$ cat src/rtl/core/cms_pkg.sv
// Package for the complex magnitude sorter: transaction payload types and
// the sequencer state type. No dependencies.
package cms_pkg;

  // Input transaction: one complex item
  typedef struct packed {
    logic signed [15:0] real_in;
    logic signed [15:0] imag_in;
    logic               last_in;
  } in_t;

  // Output transaction: one item in sorted order
  typedef struct packed {
    logic signed [15:0] real_out;
    logic signed [15:0] imag_out;
    logic               last_out;
    logic               overflow;
  } out_t;

  // Sequencer states
  typedef enum logic [1:0] {
    StLoad,
    StScan,
    StEmit
  } state_e;

  localparam int unsigned WordW = 32;
  localparam int unsigned KeyW  = 32;
  localparam int unsigned SqW   = 31;

endpackage

$ cat src/rtl/core/complex_magnitude_sorter_unit.sv
// Loading accepts one input transaction per cycle; the item marked last starts the sort.
// Each result needs one scan of the n stored items through the item memory read port
// (n reads, a drain of the read pipeline, one emit that can stall on the output).
// A new set may load while the final result of a run still waits at the output.
// Reset clears the control state, the item count, the drop flag and the direction bit;
// the item memory content is undefined until written.
module complex_magnitude_sorter_unit #(
  parameter int unsigned MAX_ITEMS = 64
) (
  input  logic           clk_i,
  input  logic           rst_ni,
  input  logic           cfg_we_i,
  input  logic           cfg_data_i,
  input  logic           in_valid_i,
  output logic           in_ready_o,
  input  cms_pkg::in_t   in_data_i,
  output logic           out_valid_o,
  input  logic           out_ready_i,
  output cms_pkg::out_t  out_data_o
);

  localparam int unsigned AddrW = (MAX_ITEMS > 1) ? $clog2(MAX_ITEMS) : 1;
  localparam int unsigned CntW  = $clog2(MAX_ITEMS + 1);
  localparam logic [CntW-1:0] MaxCnt = CntW'(MAX_ITEMS);
  localparam logic [CntW-1:0] OneCnt = CntW'(1);

  // Item memory: real in the high half, imag in the low half
  logic [cms_pkg::WordW-1:0] mem [MAX_ITEMS];

  cms_pkg::state_e state_q, state_d;
  logic [CntW-1:0]  count_q, count_d;
  logic [CntW-1:0]  emit_cnt_q, emit_cnt_d;
  logic [CntW-1:0]  scan_q, scan_d;
  logic             drop_q, drop_d;
  logic             desc_q;
  logic [MAX_ITEMS-1:0] used_q, used_d;

  logic in_acc, wr_en, rd_en, emit_go, last_emit, scan_done;

  // Read pipeline
  logic [cms_pkg::WordW-1:0] rd_data_q;
  logic                      s1_vld_q;
  logic [AddrW-1:0]          s1_idx_q;
  logic                      s2_vld_q;
  logic [AddrW-1:0]          s2_idx_q;
  logic [cms_pkg::WordW-1:0] s2_word_q;
  logic [cms_pkg::SqW-1:0]   sq_re_q, sq_im_q;
  logic signed [31:0]        prod_re, prod_im;

  // Running best candidate
  logic                      best_vld_q;
  logic [AddrW-1:0]          best_idx_q;
  logic [cms_pkg::WordW-1:0] best_word_q;
  logic [cms_pkg::KeyW-1:0]  best_key_q;
  logic [cms_pkg::KeyW-1:0]  cand_key;
  logic signed [15:0]        cand_re, best_re;
  logic                      is_less, is_more, take_cand;

  logic                      out_vld_q;
  cms_pkg::out_t             out_q;

  assign in_acc    = in_valid_i && in_ready_o;
  assign wr_en     = in_acc && (count_q < MaxCnt);
  assign last_emit = (emit_cnt_q + OneCnt) == count_q;
  assign scan_done = (scan_q == count_q) && !s1_vld_q && !s2_vld_q;

  // Next state
  always_comb begin
    state_d = state_q;
    unique case (state_q)
      cms_pkg::StLoad: begin
        if (in_acc && in_data_i.last_in) state_d = cms_pkg::StScan;
      end
      cms_pkg::StScan: begin
        if (scan_done) state_d = cms_pkg::StEmit;
      end
      cms_pkg::StEmit: begin
        if (emit_go) state_d = last_emit ? cms_pkg::StLoad : cms_pkg::StScan;
      end
      default: state_d = cms_pkg::StLoad;
    endcase
  end

  // State outputs
  always_comb begin
    in_ready_o = 1'b0;
    rd_en      = 1'b0;
    emit_go    = 1'b0;
    unique case (state_q)
      cms_pkg::StLoad: in_ready_o = 1'b1;
      cms_pkg::StScan: rd_en      = scan_q < count_q;
      cms_pkg::StEmit: emit_go    = !out_vld_q || out_ready_i;
      default: ;
    endcase
  end

  // Counters, drop flag and used marks
  always_comb begin
    count_d    = count_q;
    drop_d     = drop_q;
    emit_cnt_d = emit_cnt_q;
    scan_d     = scan_q;
    used_d     = used_q;
    if (wr_en) count_d = count_q + OneCnt;
    if (in_acc && !wr_en) drop_d = 1'b1;
    if (rd_en) scan_d = scan_q + OneCnt;
    if (state_d == cms_pkg::StScan && state_q != cms_pkg::StScan) scan_d = '0;
    if (emit_go) begin
      used_d[best_idx_q] = 1'b1;
      emit_cnt_d         = emit_cnt_q + OneCnt;
      if (last_emit) begin
        count_d    = '0;
        drop_d     = 1'b0;
        emit_cnt_d = '0;
        used_d     = '0;
      end
    end
  end

  always_ff @(posedge clk_i or negedge rst_ni) begin
    if (!rst_ni) begin
      state_q    <= cms_pkg::StLoad;
      count_q    <= '0;
      drop_q     <= 1'b0;
      emit_cnt_q <= '0;
      scan_q     <= '0;
      used_q     <= '0;
      desc_q     <= 1'b0;
    end else begin
      state_q    <= state_d;
      count_q    <= count_d;
      drop_q     <= drop_d;
      emit_cnt_q <= emit_cnt_d;
      scan_q     <= scan_d;
      used_q     <= used_d;
      if (cfg_we_i) desc_q <= cfg_data_i;
    end
  end

  // Memory write during load, read during scan; the phases never overlap
  always_ff @(posedge clk_i) begin
    if (wr_en) mem[count_q[AddrW-1:0]] <= {in_data_i.real_in, in_data_i.imag_in};
    if (rd_en) rd_data_q <= mem[scan_q[AddrW-1:0]];
  end

  // Pipeline valid flags; skip entries already sent
  always_ff @(posedge clk_i or negedge rst_ni) begin
    if (!rst_ni) begin
      s1_vld_q <= 1'b0;
      s2_vld_q <= 1'b0;
    end else begin
      s1_vld_q <= rd_en && !used_q[scan_q[AddrW-1:0]];
      s2_vld_q <= s1_vld_q;
    end
  end

  // Square both parts of the word just read
  assign prod_re = $signed(rd_data_q[31:16]) * $signed(rd_data_q[31:16]);
  assign prod_im = $signed(rd_data_q[15:0]) * $signed(rd_data_q[15:0]);

  always_ff @(posedge clk_i) begin
    s1_idx_q  <= scan_q[AddrW-1:0];
    s2_idx_q  <= s1_idx_q;
    s2_word_q <= rd_data_q;
    sq_re_q   <= prod_re[cms_pkg::SqW-1:0];
    sq_im_q   <= prod_im[cms_pkg::SqW-1:0];
  end

  // Compare candidate with best; key ties go by real part, strict order keeps earliest
  assign cand_key  = {1'b0, sq_re_q} + {1'b0, sq_im_q};
  assign cand_re   = s2_word_q[31:16];
  assign best_re   = best_word_q[31:16];
  assign is_less   = (cand_key < best_key_q) || (cand_key == best_key_q && cand_re < best_re);
  assign is_more   = (cand_key > best_key_q) || (cand_key == best_key_q && cand_re > best_re);
  assign take_cand = s2_vld_q && (!best_vld_q || (desc_q ? is_more : is_less));

  always_ff @(posedge clk_i or negedge rst_ni) begin
    if (!rst_ni) begin
      best_vld_q <= 1'b0;
    end else if (state_q != cms_pkg::StScan) begin
      best_vld_q <= 1'b0;
    end else if (take_cand) begin
      best_vld_q <= 1'b1;
    end
  end

  always_ff @(posedge clk_i) begin
    if (take_cand) begin
      best_idx_q  <= s2_idx_q;
      best_word_q <= s2_word_q;
      best_key_q  <= cand_key;
    end
  end

  // Output register
  always_ff @(posedge clk_i or negedge rst_ni) begin
    if (!rst_ni) begin
      out_vld_q <= 1'b0;
    end else if (emit_go) begin
      out_vld_q <= 1'b1;
    end else if (out_ready_i) begin
      out_vld_q <= 1'b0;
    end
  end

  always_ff @(posedge clk_i) begin
    if (emit_go) begin
      out_q.real_out <= best_word_q[31:16];
      out_q.imag_out <= best_word_q[15:0];
      out_q.last_out <= last_emit;
      out_q.overflow <= drop_q;
    end
  end

  assign out_valid_o = out_vld_q;
  assign out_data_o  = out_q;

endmodule

$ cat config.mk
export PLATFORM = sky130hd
export DESIGN_NAME = complex_magnitude_sorter_unit
export DESIGN_NICKNAME = d
export VERILOG_FILES = /design/src/rtl/core/cms_pkg.sv /design/src/rtl/core/complex_magnitude_sorter_unit.sv
export SDC_FILE = /design/constraint.sdc
export NUM_CORES = 2
export LEC_CHECK = 0
export ABC_CLOCK_PERIOD_IN_PS = 6850
export BUFFER_PORTS_ARGS = -buffer_cell sky130_fd_sc_hd__buf_4
export CAP_MARGIN = 10
export CORE_MARGIN = 1.5
export CORE_UTILIZATION = 35
export CTS_BUF_LIST = sky130_fd_sc_hd__clkbuf_4 sky130_fd_sc_hd__clkbuf_8
export DETAILED_ROUTE_END_ITERATION = 8
export PLACE_DENSITY_LB_ADDON = 0.12
export SLEW_MARGIN = 20
export SYNTH_ARGS = -nofsm -noshare
export SYNTH_HDL_FRONTEND = slang
export SYNTH_SLANG_ARGS = --single-unit
$ cat constraint.sdc
create_clock -name clk_i -period 6.85 [get_ports clk_i]
set_input_delay 0.3425 -clock clk_i [delete_from_list [all_inputs] [get_ports clk_i]]
set_output_delay 0.3425 -clock clk_i [all_outputs]
set_load 0.01 [all_outputs]
==> out/summary.txt <==
Status = completed
Fill count = 28000
Most frequent cells in the layout = 2184 x edfxtp_1, 705 x inv_1, 693 x mux4_2
Die X = 558 um
GPL Wtd Cong = 0.811
Seq. cell area = 0.0700 mm^2
Sequential area share after synthesis = 64.8%
Remaining antenna violation count = 0
Setup TNS Final = 0 ns
Antenna violations before repair = 35
# placed instances = 9973
Clock skew = 0.105 ns
Worst Hold Launch = cfg_we_i
EDFF count, synth = 2184
Final net count = 7083
CTS sink count = 2379
Clk_lat worst skew = 1.08 ns
Final setup violation count = 0
Syn_nets = 6622
GR Util All Layers = 18.3%
R2R depth = 19
DRT Wirelength = 282 mm
Slack of the worst reg-to-reg path = 0.41 ns
Finished Layout Cells = 10700
Via density = 5.02
Required @ worst endpoint = 7.76 ns
Syn Inst Count = 5867
Fin crit period = 6.44 ns
Slack of the critical path = 0.414 ns
Ys flop type = edfxtp_1
Hold path cells = 3
First-pass GRT wire length = 411 mm
Fmax = 155 MHz
Multi-input gate area = 0.0349 mm^2
WHS = 0.166 ns
Worst Path Arrival = 7.35 ns
First-pass iteration count of the detailed router = 5
Drt initial violations = 4462
Vias in the first global route = 58800
Crit share post-route = 94.0%
Core Rows = 203
Area Overhead vs Synth = 13.8%
CTS Buf Count = 409
Unique masters post-synth = 70
Mapped cell area = 0.108 mm^2
# IOs = 75
Hold Path End = desc_q
RR Startpoint = rd_data_q[26]
CP max FO = 10
DRC errors left = 0
FFs w/ async S/R, synth = 3.91%
Setup crit start kind = register
Most common cell after layout, fill and taps aside = edfxtp_1
Initial Util = 35.2%
Crit path capture type = register
Placed wire-length estimate = 173 mm
Cts repair resizes = 0
Root Driver = clkbuf_8
Largest net degree at the start of global routing = 120
Synth Register Bits = 2379
CTS tree = done
YS warnings = 0
Die Area = 0.312 mm^2
Maxcap violations = 0
Grt ovf = 0
DR WL/cell = 26.3 um
Core ar. = 0.306 mm^2
Layout cells sized above 1 = 24.9%
Max clock buf depth = 4
Vias after detailed routing = 53800
Setup WS pre-CTS = 0.379 ns
Worst Tran Pin Value = 1.21 ns
H-Tree Depth = 5
Final Slew Violations = 0
HP Class = input pin to register
RSZ-0062 raised after global routing = false
Synth Area per Inst = 18.4 um^2
Max_slew headroom = 18.9%
IO Port Bufs = 74
Critical path type = register to register
FF-to-FF End = sq_re_q[29]
DIE HEIGHT = 558 um
Clock Pin Slew Worst Setup and Hold Paths = 0.06 ns
Final Hold Fails = 0
## repair_timing
action | in CTS | in global routing
buffers inserted | 0 | 3
hold endpoints to repair | 2158 | 0
endpoints found under the setup margin | 0 | 2
hold buffers | 41 | 0
## synthesized netlist by cell type, drive strengths merged (11+ instances only)
cell    count  share of area (%)
xnor2     101               0.82
nand2b     21               0.12
a21o       47               0.33
a21oi     139               0.65
mux4      693                 14
and2       79               0.46
clkbuf    139               0.48
nand4      25               0.14
o21ai      45               0.21
edfxtp   2184                 61
nor2b      20               0.12
nand3      28               0.13
and3       11              0.064
o21a       15               0.10
buf        89               0.43
ha        256                3.0
dfxtp     102                1.9
inv       707                2.5
nor3       23               0.11
dfrtp      93                2.2
nor2      258               0.90
xor2       32               0.26
nand2     198               0.69
fa        460                8.5
## worst max path at each step
stage | startpoint | to | cells past startpoint
after floorplan | rd_data_q[15] | sq_im_q[30] | 24
after detailed placement | rd_data_q[26] | sq_re_q[29] | 19
after global placement | rd_data_q[26] | sq_re_q[29] | 19
after CTS | rd_data_q[26] | sq_re_q[29] | 19
final | rd_data_q[26] | sq_re_q[29] | 19
after global routing | rd_data_q[23] | sq_re_q[30] | 21
## state kept, by name (all words and copies together), names as in the netlist, 7 cells and up
| name | flops |
|---|---|
| rd_data_q | 32 |
| emit_cnt_q | 7 |
| best_key_q | 32 |
| sq_re_q | 30 |
| count_q | 7 |
| s2_word_q | 30 |
| out_data_o | 34 |
| scan_q | 7 |
| sq_im_q | 30 |
| mem | 2048 |
| best_word_q | 32 |
| used_q | 64 |
## worst max-delay path: stages, from the launching register on
cell      delay (ns)
edfxtp_1        0.60
and2_1          0.33
fa_1            0.49
inv_1           0.05
fa_1            0.55
fa_1            0.45
fa_1            0.55
inv_1           0.05
fa_1            0.49
fa_1            0.43
ha_1            0.39
a21o_1          0.22
a21o_1          0.19
a221oi_2        0.37
o211ai_2        0.18
a311oi_2        0.34
o21ai_2         0.14
a41o_1          0.26
a21oi_2         0.14
xnor2_1         0.12
## final cells by class
cell class | count | area share (%)
sequential | 2379 | 56.9
multi-input combinational | 2550 | 28.4
clock buffer | 565 | 5.64
tap | 4100 | 4.17
inverter | 710 | 2.17
timing repair buffer | 278 | 1.93
clock inverter | 140 | 0.779
antenna | 5 | 0.0102
## per-stage QoR
step / instance area, um^2 / utilization [%]
floorplan: 108000 / -
global placement: 115000 / 37.4
detailed placement: 115000 / 37.4
CTS: 123000 / 40.1
global route: 123000 / 40.1
finish: 123000 / 40.1
## kinds of logic (layout without fill, tap and decap cells)
kind of cell	Yosys count	after routing	synth area share, %
simple gates	693	693	2.95
flops	2379	2379	64.8
other cells	0	5	0
mux	696	696	14.5
fa+ha+maj	716	716	11.5
buf+inv	938	1693	3.38
compound gates	312	312	1.80
xor+xnor	133	133	1.08
## metal layers
layer	global-route usage [%]	vias to the layer above	share of wire (%)
li1	-	23100	-
met1	24.5	29000	43
met2	30.7	1234	50
met3	2.99	476	4.9
met4	5.33	4	2.6
met5	0	-	0.013
Power is left out: the tool's default activity adds up to more than one toggle a clock period on the data nets, which glitch-free logic cannot reach.
